<file path="config.mk">
export PLATFORM = sky130hd
export DESIGN_NAME = bspe_ctrl
export DESIGN_NICKNAME = d
export VERILOG_FILES = /design/src/rtl/bspe_pkg.sv /design/src/rtl/bspe_ctrl.sv
export VERILOG_INCLUDE_DIRS = /design/src /design/src/rtl
export SDC_FILE = /design/constraint.sdc
export NUM_CORES = 1
export LEC_CHECK = 0
export BUFFER_PORTS_ARGS = -buffer_cell sky130_fd_sc_hd__buf_2
export CAP_MARGIN = 20
export CORE_MARGIN = 8
export CORE_UTILIZATION = 49
export CTS_BUF_LIST = sky130_fd_sc_hd__clkbuf_8 sky130_fd_sc_hd__clkbuf_16
export CTS_CLUSTER_DIAMETER = 80
export DETAILED_ROUTE_END_ITERATION = 12
export PLACE_DENSITY = 0.75
export SETUP_SLACK_MARGIN = 0.15
export SKIP_CTS_REPAIR_TIMING = 1
export SYNTH_ARGS = -nofsm -noshare
export SYNTH_HDL_FRONTEND = slang
export SYNTH_SLANG_ARGS = --single-unit
</file>
<file path="constraint.sdc">
create_clock -name i_clk -period 3.03 [get_ports i_clk]
set_clock_uncertainty 0.05 [all_clocks]
set_input_delay 0.1515 -clock i_clk [delete_from_list [all_inputs] [get_ports i_clk]]
set_output_delay 0.1515 -clock i_clk [all_outputs]
set_load 0.01 [all_outputs]
</file>
<file path="src/rtl/bspline_surface_point_eval_assert.svh">
// Assertion macros for the B-spline surface evaluator.
// Expects i_clk and i_rst_n in the scope of every use.
`ifndef BSPLINE_SURFACE_POINT_EVAL_ASSERT_SVH
`define BSPLINE_SURFACE_POINT_EVAL_ASSERT_SVH
`ifndef ASSERT_OFF
// Checked outside reset.
`define BSPE_ASSERT(lbl, prop, msg) \
    lbl: assert property (@(posedge i_clk) disable iff (!i_rst_n) prop) else $error(msg);
// Checked at every edge, reset included.
`define BSPE_ASSERT_RST(lbl, prop, msg) \
    lbl: assert property (@(posedge i_clk) prop) else $error(msg);
`else
`define BSPE_ASSERT(lbl, prop, msg)
`define BSPE_ASSERT_RST(lbl, prop, msg)
`endif
`endif

</file>
<file path="src/rtl/bspe_pkg.sv">
// Shared constants, payload types and control structs of the B-spline surface evaluator.
// No dependencies.
`timescale 1ns / 1ps
package bspe_pkg;

    localparam int C_DEGREE   = 3;
    localparam int C_PPS      = 6;
    localparam int C_COORD_W  = 16;
    localparam int C_PFB      = 12;
    localparam int C_PARAM_W  = C_PFB + 2;
    localparam int C_IDX_IN_W = 6;
    localparam int C_BFRAC    = 24;
    localparam int C_BW       = C_BFRAC + 1;
    localparam int C_NPTS     = C_PPS * C_PPS;
    localparam int C_NKS      = C_PPS + C_DEGREE;
    localparam int C_TOP      = C_PPS - C_DEGREE;
    localparam int C_KB       = $clog2(C_TOP + 1);
    localparam int C_DMW      = C_PFB + C_KB;
    localparam int C_DSW      = ((C_DMW > C_PARAM_W) ? C_DMW : C_PARAM_W) + 1;
    localparam int C_QW       = C_DMW + C_BW - C_PFB;
    localparam int C_RS       = C_QW + 3;
    localparam int C_RW       = C_RS + 1;
    localparam int C_SPAN_W   = $clog2(C_NKS);
    localparam int C_BADDR_W  = $clog2(2 * C_NKS);
    localparam int C_SADDR_W  = $clog2(C_NPTS);
    localparam int C_LVL_W    = $clog2(C_DEGREE + 1);
    localparam int C_WIN_W    = $clog2(C_DEGREE + 1);
    localparam int C_ACC_W    = C_BFRAC + 1 + C_COORD_W + 2 * C_WIN_W + 1;
    localparam int C_DRAIN    = 3;
    localparam int C_DRAIN_W  = 2;

    localparam logic [C_RW-1:0] C_RECIP3 = C_RW'(((64'd1 << C_RS) + 64'd2) / 64'd3);
    localparam logic [C_RW-1:0] C_RECIP5 = C_RW'(((64'd1 << C_RS) + 64'd4) / 64'd5);

    localparam logic OP_LOAD = 1'b0;
    localparam logic OP_EVAL = 1'b1;

    typedef struct packed {
        logic                        opcode;
        logic [C_IDX_IN_W-1:0]       point_index;
        logic signed [C_COORD_W-1:0] point_x;
        logic signed [C_COORD_W-1:0] point_y;
        logic signed [C_COORD_W-1:0] point_z;
        logic [C_PARAM_W-1:0]        param_u;
        logic [C_PARAM_W-1:0]        param_v;
    } t_in_item;

    typedef struct packed {
        logic signed [C_COORD_W-1:0] surf_x;
        logic signed [C_COORD_W-1:0] surf_y;
        logic signed [C_COORD_W-1:0] surf_z;
        logic                        out_of_domain;
    } t_out_item;

    typedef struct packed {
        logic                capture;
        logic                load_we;
        logic                init_we;
        logic                term_valid;
        logic                term_side;
        logic                dir;
        logic [C_LVL_W-1:0]  lvl;
        logic [C_SPAN_W-1:0] idx;
        logic                mac_valid;
        logic [C_WIN_W-1:0]  rr;
        logic [C_WIN_W-1:0]  cc;
        logic                finish;
    } t_dp_cmd;

    typedef struct packed {
        logic ood;
        logic out_free;
    } t_dp_sts;

    // Clamped uniform knot vector.
    function automatic logic [C_KB-1:0] knot_at(input int k);
        logic [C_KB-1:0] res;
        if (k <= C_DEGREE) begin
            res = '0;
        end else if (k >= C_PPS) begin
            res = C_KB'(C_TOP);
        end else begin
            res = C_KB'(k - C_DEGREE);
        end
        return res;
    endfunction

    function automatic logic [C_DSW-1:0] knot_shifted(input int k);
        return C_DSW'(knot_at(k)) << C_PFB;
    endfunction

    // Ceiling reciprocal of a knot span, exact for quotients below 2^C_QW.
    function automatic logic [C_RW-1:0] recip_of(input logic [C_KB-1:0] den);
        logic [C_RW-1:0] res;
        res = '0;
        if (int'(den) == 1) res = C_RW'(1) << C_RS;
        if (int'(den) == 2) res = C_RW'(1) << (C_RS - 1);
        if (int'(den) == 3) res = C_RECIP3;
        if (int'(den) == 4) res = C_RW'(1) << (C_RS - 2);
        if (int'(den) == 5) res = C_RECIP5;
        return res;
    endfunction

endpackage

</file>
<file path="src/rtl/bspe_ctrl.sv">
// Sequencer of the B-spline surface evaluator: basis recursion, MAC window, result hand-off.
// Depends on bspe_pkg and bspline_surface_point_eval_assert.svh.
`timescale 1ns / 1ps
`include "bspline_surface_point_eval_assert.svh"
module bspe_ctrl (
    input  logic              i_clk,
    input  logic              i_rst_n,
    input  logic              i_in_valid,
    input  logic              i_opcode,
    output logic              o_in_ready,
    input  bspe_pkg::t_dp_sts i_sts,
    output bspe_pkg::t_dp_cmd o_cmd
);

    typedef enum logic [6:0] {
        S_IDLE   = 7'b0000001,
        S_INIT   = 7'b0000010,
        S_TERM   = 7'b0000100,
        S_DRAIN  = 7'b0001000,
        S_MAC    = 7'b0010000,
        S_MDRAIN = 7'b0100000,
        S_FINISH = 7'b1000000
    } t_state;

    t_state                               r_state, n_state;
    logic                                 r_dir, n_dir;
    logic                                 r_side, n_side;
    logic [bspe_pkg::C_LVL_W-1:0]         r_lvl, n_lvl;
    logic [bspe_pkg::C_SPAN_W-1:0]        r_idx, n_idx;
    logic [bspe_pkg::C_WIN_W-1:0]         r_rr, n_rr;
    logic [bspe_pkg::C_WIN_W-1:0]         r_cc, n_cc;
    logic [bspe_pkg::C_DRAIN_W-1:0]       r_cnt, n_cnt;
    logic                                 accept;

    assign o_in_ready = (r_state == S_IDLE);
    assign accept     = i_in_valid && o_in_ready;

    always_comb begin
        o_cmd            = '0;
        o_cmd.capture    = accept && (i_opcode == bspe_pkg::OP_EVAL);
        o_cmd.load_we    = accept && (i_opcode == bspe_pkg::OP_LOAD);
        o_cmd.init_we    = (r_state == S_INIT) && !i_sts.ood;
        o_cmd.term_valid = (r_state == S_TERM);
        o_cmd.term_side  = r_side;
        o_cmd.dir        = r_dir;
        o_cmd.lvl        = r_lvl;
        o_cmd.idx        = r_idx;
        o_cmd.mac_valid  = (r_state == S_MAC);
        o_cmd.rr         = r_rr;
        o_cmd.cc         = r_cc;
        o_cmd.finish     = (r_state == S_FINISH) && i_sts.out_free;
    end

    always_comb begin
        n_state = r_state;
        n_dir   = r_dir;
        n_side  = r_side;
        n_lvl   = r_lvl;
        n_idx   = r_idx;
        n_rr    = r_rr;
        n_cc    = r_cc;
        n_cnt   = r_cnt;
        unique case (r_state)
            S_IDLE: begin
                if (accept && (i_opcode == bspe_pkg::OP_EVAL)) begin
                    n_state = S_INIT;
                    n_dir   = 1'b0;
                    n_idx   = '0;
                end
            end
            S_INIT: begin
                if (i_sts.ood) begin
                    n_state = S_FINISH;
                end else if (int'(r_idx) == bspe_pkg::C_NKS - 1) begin
                    n_state = S_TERM;
                    n_lvl   = bspe_pkg::C_LVL_W'(1);
                    n_idx   = '0;
                    n_side  = 1'b0;
                end else begin
                    n_idx = r_idx + 1'b1;
                end
            end
            S_TERM: begin
                n_side = !r_side;
                if (r_side) begin
                    if (int'(r_idx) + int'(r_lvl) == bspe_pkg::C_NKS - 1) begin
                        n_state = S_DRAIN;
                        n_cnt   = '0;
                    end else begin
                        n_idx = r_idx + 1'b1;
                    end
                end
            end
            S_DRAIN: begin
                if (int'(r_cnt) == bspe_pkg::C_DRAIN - 1) begin
                    if (int'(r_lvl) == bspe_pkg::C_DEGREE) begin
                        if (!r_dir) begin
                            n_dir   = 1'b1;
                            n_idx   = '0;
                            n_state = S_INIT;
                        end else begin
                            n_rr    = '0;
                            n_cc    = '0;
                            n_state = S_MAC;
                        end
                    end else begin
                        n_lvl   = r_lvl + 1'b1;
                        n_idx   = '0;
                        n_side  = 1'b0;
                        n_state = S_TERM;
                    end
                end else begin
                    n_cnt = r_cnt + 1'b1;
                end
            end
            S_MAC: begin
                if (int'(r_cc) == bspe_pkg::C_DEGREE) begin
                    n_cc = '0;
                    if (int'(r_rr) == bspe_pkg::C_DEGREE) begin
                        n_state = S_MDRAIN;
                        n_cnt   = '0;
                    end else begin
                        n_rr = r_rr + 1'b1;
                    end
                end else begin
                    n_cc = r_cc + 1'b1;
                end
            end
            S_MDRAIN: begin
                if (int'(r_cnt) == bspe_pkg::C_DRAIN - 1) begin
                    n_state = S_FINISH;
                end else begin
                    n_cnt = r_cnt + 1'b1;
                end
            end
            S_FINISH: begin
                if (i_sts.out_free) begin
                    n_state = S_IDLE;
                end
            end
            default: begin
                n_state = S_IDLE;
            end
        endcase
    end

    always_ff @(posedge i_clk) begin
        if (!i_rst_n) begin
            r_state <= S_IDLE;
            r_dir   <= 1'b0;
            r_side  <= 1'b0;
            r_lvl   <= '0;
            r_idx   <= '0;
            r_rr    <= '0;
            r_cc    <= '0;
            r_cnt   <= '0;
        end else begin
            r_state <= n_state;
            r_dir   <= n_dir;
            r_side  <= n_side;
            r_lvl   <= n_lvl;
            r_idx   <= n_idx;
            r_rr    <= n_rr;
            r_cc    <= n_cc;
            r_cnt   <= n_cnt;
        end
    end

    `BSPE_ASSERT(a_finish_needs_room, o_cmd.finish |-> i_sts.out_free, "result issued into full output")
    `BSPE_ASSERT(a_eval_starts_init, o_cmd.capture |=> (r_state == S_INIT), "evaluate did not start")
    `BSPE_ASSERT(a_finish_frees_input, o_cmd.finish |=> o_in_ready, "input not reopened after result")
    `BSPE_ASSERT_RST(a_reset_to_idle, !i_rst_n |=> (r_state == S_IDLE), "reset did not reach idle")

endmodule

</file>
Word-level counts from Yosys, hierarchy flattened:

Cells that the tools add are included.

* register bits after elaboration: 21
* bits of input ports: 6
* output and inout bits: 19

* add/sub/neg operators: 6
* equality and inequality tests: 31
* mux-type cells: 50
* bitwise operators: 1
* reductions and logical operators: 22

Operator list (number)
* 7-bit two-way mux: 11
* 7-bit case mux with 7 select lines: 1
* 4-bit two-way mux: 8
* 2-bit two-way mux: 15
* 2-bit inequality test, second input constant: 10
* 4-bit case mux with 4 select lines: 1
* 2-bit by 1-bit inequality test with 1-bit output, second input constant: 6
* 2-bit case mux with 2 select lines: 3
* 6-bit AND reduction: 2
* 5-bit AND reduction: 2
* 9-bit AND reduction: 1
* 2-bit by 1-bit adder with 2-bit output, second input constant: 4
* 4-bit AND reduction: 2
* 7-bit by 1-bit == test with 1-bit output, second input constant: 1
* 7-bit by 2-bit == test with 1-bit output, second input constant: 1
* 7-bit by 3-bit == test with 1-bit output, second input constant: 1
* 7-bit by 4-bit == test with 1-bit output, second input constant: 1
* 7-bit by 5-bit == test with 1-bit output, second input constant: 1
* 7-bit by 6-bit == test with 1-bit output, second input constant: 1
* 7-bit == test, second input constant: 1
* 1-bit two-way mux: 7
* 7-bit AND reduction: 1
* 2-bit by 1-bit == test with 1-bit output, second input constant: 3
* 2-bit case mux with 3 select lines: 1
* 17 further kinds: 25

Longest topological paths before layout:

Gate-level depths: netlist (run 1).

* depth in word-level cells: 5
* gate-level depth with buffers: 9
* gate-level depth less buffers: 8

Least setup slack after synthesis (run 1):

Ideal clock, no wire load.

* path kind: reg-to-reg
* start: register r_idx[0] (netlist name)
* end: register r_state[3]
* library setup time: 0.116 ns
* arrival time: 2.058 ns
* required time: 2.864 ns
* path slack: 0.806 ns
* cell stages (with the launch flop): 9
* period minus slack after synthesis: 2.224 ns
* cell sequence: dfxtp_1 ha_1 fa_1 nor2_1 nand2_1 o31a_2 nor3_2 mux2i_1 nor2b_1

* cells in the longest elaborated chain, start to end: 4
* elaborated cells on any way between the ends: 6

RTL lines
* start, declared: RTL line bspe_ctrl.sv:29 `logic [bspe_pkg::C_SPAN_W-1:0] r_idx, n_idx;`
* start signal, assigned: RTL line bspe_ctrl.sv:162 `r_idx <= n_idx;`
* 4-bit by 2-bit adder with 5-bit output: RTL line bspe_ctrl.sv:86 `if (int'(r_idx) + int'(r_lvl) == bspe_pkg::C_NKS - 1) begin`
* 5-bit by 4-bit == test with 1-bit output: RTL line bspe_ctrl.sv:86
* 2-bit by 1-bit inequality test with 1-bit output (no source line)
* 9-bit AND reduction (no source line) (*)
* end signal, assigned: RTL line bspe_ctrl.sv:158 `r_state <= n_state;`
* end, declared: RTL line bspe_ctrl.sv:25 `t_state r_state, n_state;`

Mark *: on every way between the ends. The rest lies on a longest branch, timed or not.
A chain may end at the register's enable or synchronous reset.

Worst setup path in the final report (run 1):

Same ends and word-level chain as after synthesis.

==> impl_metrics.toml, run 1 <==
[routing]
wirelength_mm = 3.50
firstDrtPassIters = 5
wl_met1_mm = 1.62
dr_wl_met2_mm = 1.69
maxUsedRoutingLayer = "met3"
drt_iter0_markers = 97
wl_per_cell_um = 14.2
ant_nets = 0
met3_length_um = 196
drcViolationCount = 0
num_vias = 1363
via_per_inst = 5.54

[min_path]
min_path_cells = 2
min_from = "i_rst_n"
hold_end = "r_state[0]"
hp-class = "in2reg"

[die]
initial_core_util_pct = 51.2
rows = 20
io_pins = 25
die_h_um = 72.2
core_area_um2 = 3030
dieArea_um2 = 5220
die_w_um = 72.2

[placement]
hpwl_mm = 2.61
dp_cells = 242
routabilityCongestion = 0.909
io_buffers = 24

[worst_setup_path]
worstReg2RegEnd = "r_state[3]"
timing.rr.start = "r_idx[0]"
critical_path.top_delay_family = "adder cells"
slowest_delay_ns = 0.47
endpoint_kind = "flip-flop"
cpMaxStageDelayCell = "dfxtp_1"
r2r_setup_slack_ns = 0.61
reg2reg_depth = 8
worstSetupPathType = "reg2reg"
startpoint_type = "flip-flop"
required_ns = 3.14
critical_path.cell_chain = "ha_1, fa_1, nor2_1, nand2_1, o31a_2, nor3_2, mux2i_1, nor2b_1"
worstPathBufferInverterCount = 0
worstPathArrival_ns = 2.54
cp_max_fo = 7

[synthesis]
syn_area_um2 = 1550
syn_nets = 201
postSynthAreaPerCell_um2 = 8.33
seq_area_frac_synth_pct = 27.1
ys_async_sr_fraction_pct = 0
synth_cell_type_count = 56
ys_warn_count = 0
ys_ff_latch = 21
synth_edf_count = 0
synth_ff_type = "dfxtp_1"
syn_inst = 186

[final_layout]
final_util_pct = 55.6
diodes = 0
layout.cells.non_filler = 246
area_growth_pct = 8.72
drive_gt1_share_pct = 20.8
nets = 218

[pwr]
total_power_mw = 0.790
ir_drop_v = 0.000287
p_per_area_nw_per_um2 = 469
p_leak_nw = 0.678

[sta]
finalHoldViolCount = 0
fin_crit_ns = 2.42
max_freq_ghz = 0.413
timing.final.max_slew_violations = 0
worst_slew_pin_slew_ns = 0.648
rsz0062_at_grt = "no"
tns_ns = 0
whs_ns = 0.242
maxSlewHeadroom_pct = 56.2
post-route-period-util_pct = 79.9
setup_viol = 0

[clocking]
clock_latency_ns = 0.26
cts_root_buffer = "clkbuf_8"
cts_tree = "done"
cts_made_buffers = 3
clock_sinks = 21
clock_path_buffers = 2
clkTransAtPathRegs_ns = 0.09
h-tree-depth = 1

[global_route]
globalRouteOverflowTotal = 0
antenna_found_initial = 0
first_global_vias = 1272
grt_first_pass_wirelength_mm = 5.91
globalRouteTotalUtil_pct = 13.6
grt_start_max_net_pins = 27

[status]
outcome = "complete, no violations"

[run]
drv_cap = 0
==> cell usage after synthesis, drive strengths merged, types with 6 or more instances <==
library cell	count	area share (%)
a21oi	11	3.8
buf	6	3.5
clkbuf	6	2.1
dfxtp	21	27
ha	8	6.5
inv	6	1.5
nand2	18	4.4
nand3	9	2.9
nor2	12	2.9
nor2b	10	4.0
nor3	9	4.3
nor3b	6	2.9
o21ai	11	3.8
==> through the flow <==
| step | worst slack [ns] | cell area [µm²] |
|---|---|---|
| after global routing | 0.451 | 1680 |
| after floorplan | 0.806 | 1550 |
| final | 0.608 | 1680 |
| after CTS | 0.614 | 1680 |
| after global placement | 0.674 | 1640 |
| after detailed placement | 0.631 | 1640 |
==> registers in the layout (all words and copies together), names as in the netlist <==
name     count
r_cc         2
r_cnt        2
r_dir        1
r_idx        4
r_lvl        2
r_rr         2
r_side       1
r_state      7
==> layout make-up <==
class / instances / area [µm²]
clock buffers: 3 / 41.3
clock inverters: 1 / 5.00
fillers: 289 / 1340
inverters: 7 / 38.8
multi-input cells: 146 / 1000
flip-flops and latches: 21 / 420
well taps: 44 / 55.1
repair buffers: 24 / 120
==> cells by family (layout without fill, tap and decap cells) <==
| kind of cell | after synthesis | after routing | synth area share (%) |
|---|---|---|---|
| flip-flops | 21 | 21 | 27.1 |
| multiplexers | 3 | 3 | 1.94 |
| AO/OA/AOI/OAI | 42 | 42 | 17.9 |
| buffers and inverters | 19 | 35 | 8.08 |
| XOR/XNOR | 1 | 1 | 0.566 |
| AND/OR/NAND/NOR | 91 | 91 | 36.6 |
| adder cells (fa/ha/maj) | 9 | 9 | 7.75 |
==> routing by layer <==
layer  up-vias  GRT usage [%]
met3         0           3.03
met4         0           2.27
met5         -              0
met2        45           23.0
li1        704              -
met1       614           17.3
==> where the power goes <==
part	internal [mW]	switching [mW]
registers	0.288	0.0391
logic	0.117	0.150
clock network	0.0917	0.103
==> cells in the final DEF, fill, tap and decap left out, drive strengths merged, types with 4 or more instances in the layout <==
master	n
nor3b	6
nor3	9
o21ai	11
nand2b	4
nor2b	10
nor4	4
inv	6
a21oi	11
nor4b	5
nor2	12
ha	8
buf	24
nand2	18
a21boi	5
nand3	9
dfxtp	21
==> worst max-delay path by stage <==
stage	startpoint	end	slack (ns)	depth (start not counted)
floorplan	r_idx[0]	r_state[3]	0.81	8
CTS	r_idx[0]	r_state[3]	0.61	8
global route	r_idx[0]	r_state[3]	0.45	8
finish	r_idx[0]	r_state[3]	0.61	8
global placement	r_idx[0]	r_state[3]	0.67	8
detailed placement	r_idx[0]	r_state[3]	0.63	8
Note: power is estimated with default switching activity, not from simulation.
==> run 2: changes to the inputs <==
Clock period 3.03 ns to 2.4 ns, I/O delays scaled along.
==> impl_metrics.toml, run 2 (synthesis gave the netlist of run 1 again) <==
[pwr]
ir_drop_v = 0.000312
p_per_area_nw_per_um2 = 579
p_leak_nw = 0.753

[final_layout]
layout_common_cells = "buf_2, dfxtp_1, nand2_1"
diodes = 0
largest_reg_flops = 7
area_growth_pct = 18.4
layout.cells.non_filler = 259
seq_area_um2 = 424
n_fill_cell = 278
reg_top3 = "r_state: 7 flops, r_idx: 4 flops"
drive_gt1_share_pct = 28.4
design_area_um2 = 1830
final_util_pct = 60.6
nets = 231
largest_register = "r_state"
multi_input_area_um2 = 1050
mostFrequentLayoutCell = "buf_2"

[sta]
timing.final.max_slew_violations = 0
fin_crit_ns = 2.22
max_freq_ghz = 0.450
finalHoldViolCount = 0
maxSlewHeadroom_pct = 71.7
setup_viol = 0
post-route-period-util_pct = 92.6
tns_ns = 0
rsz0062_at_grt = "yes"
worst_slew_pin_slew_ns = 0.420

[worst_setup_path]
slowest_delay_ns = 0.47
worstPathBufferInverterCount = 1
critical_path.cell_chain = "ha_2, fa_1, nor2_1, nand2_1, o31a_4, nor3_4, buf_4, nand3_1, o21ai_1"
critical_path.top_delay_family = "adder cells"
startpoint_type = "flip-flop"
worstPathArrival_ns = 2.37
cpMaxStageDelayCell = "fa_1"
endpoint_kind = "flip-flop"
required_ns = 2.55
cp_max_fo = 5
worstSetupPathType = "reg2reg"

[clocking]
h-tree-depth = 1
clock_latency_ns = 0.27
clock_sinks = 21
clock_path_buffers = 2
cts_tree = "done"
clkTransAtPathRegs_ns = 0.08
cts_made_buffers = 3
cts_root_buffer = "clkbuf_8"

[global_route]
grt_first_pass_wirelength_mm = 6.27
globalRouteTotalUtil_pct = 14.8
grt_start_max_net_pins = 27
globalRouteOverflowTotal = 0
antenna_found_initial = 0
first_global_vias = 1353

[routing]
wl_per_cell_um = 14.9
ant_nets = 0
drcViolationCount = 0
num_vias = 1426
via_per_inst = 5.51
drt_iter0_markers = 103
wirelength_mm = 3.87
firstDrtPassIters = 5

[placement]
hpwl_mm = 2.80
post_dp_cell_area_um2 = 1720
routabilityCongestion = 0.826
dp_cells = 253
io_buffers = 24

[die]
core_area_um2 = 3030
initial_core_util_pct = 51.2
die_w_um = 72.2
rows = 20
dieArea_um2 = 5220
die_h_um = 72.2
io_pins = 25

[min_path]
hp-class = "in2reg"

[status]
outcome = "complete, no violations"

[run]
drv_cap = 0
==> run 2: cell types whose count changed in the layout (fill, tap and decap cells not counted), sizes merged <==
cell	delta
buf	+13
==> run 2: stage by stage <==
stage / power [mW] / hold slack [ns] / setup slack [ns]
floorplan: 0.684 / 0.209 / 0.176
global placement: 0.779 / 0.387 / 0.116
detailed placement: 0.780 / 0.391 / 0.0906
CTS: 1.02 / 0.203 / 0.0692
global route: 1.12 / 0.220 / 0.0856
finish: 1.06 / 0.202 / 0.179
==> run 2: worst paths after layout <==
kind / cells past startpoint / endpoint / slack [ns] / from
setup reg to reg: 9 / r_state[5] / 0.18 / r_lvl[0]
hold reg to reg: 1 / r_cnt[0] / 0.40 / r_cnt[0]
setup / recovery: 9 / r_state[5] / 0.18 / r_lvl[0]
hold / removal: 2 / r_state[0] / 0.20 / i_rst_n
==> run 2: routing by layer <==
layer | up-vias | GRT usage [%] | part of all wire, %
met5 | - | 0 | 0
met3 | 4 | 2.20 | 3.0
met2 | 29 | 25.4 | 49
met1 | 659 | 18.4 | 47
li1 | 734 | - | -
met4 | 0 | 4.31 | 0.91
==> run 2: final cells by class <==
class	count	share of cell area (%)
clock buffer	3	2.25
tap	44	3.00
clock inverter	1	0.273
timing repair buffer	37	11.9
sequential	21	23.1
inverter	7	2.11
multi-input combinational	146	57.4
==> run 2: worst reg2reg max path, stage by stage, from the launching register on <==
cell and delay, ns:
dfxtp_4 0.36, ha_2 0.18, fa_1 0.47, nor2_1 0.11, nand2_1 0.07, o31a_4 0.31
nor3_4 0.26, buf_4 0.17, nand3_1 0.07, o21ai_1 0.10
==> run 2: where the power goes <==
group,switching [mW],internal (mW),total [mW]
Sequential,0.0204,0.364,0.384
Clock,0.129,0.116,0.245
Combinational,0.241,0.192,0.433
Total,0.391,0.672,1.06
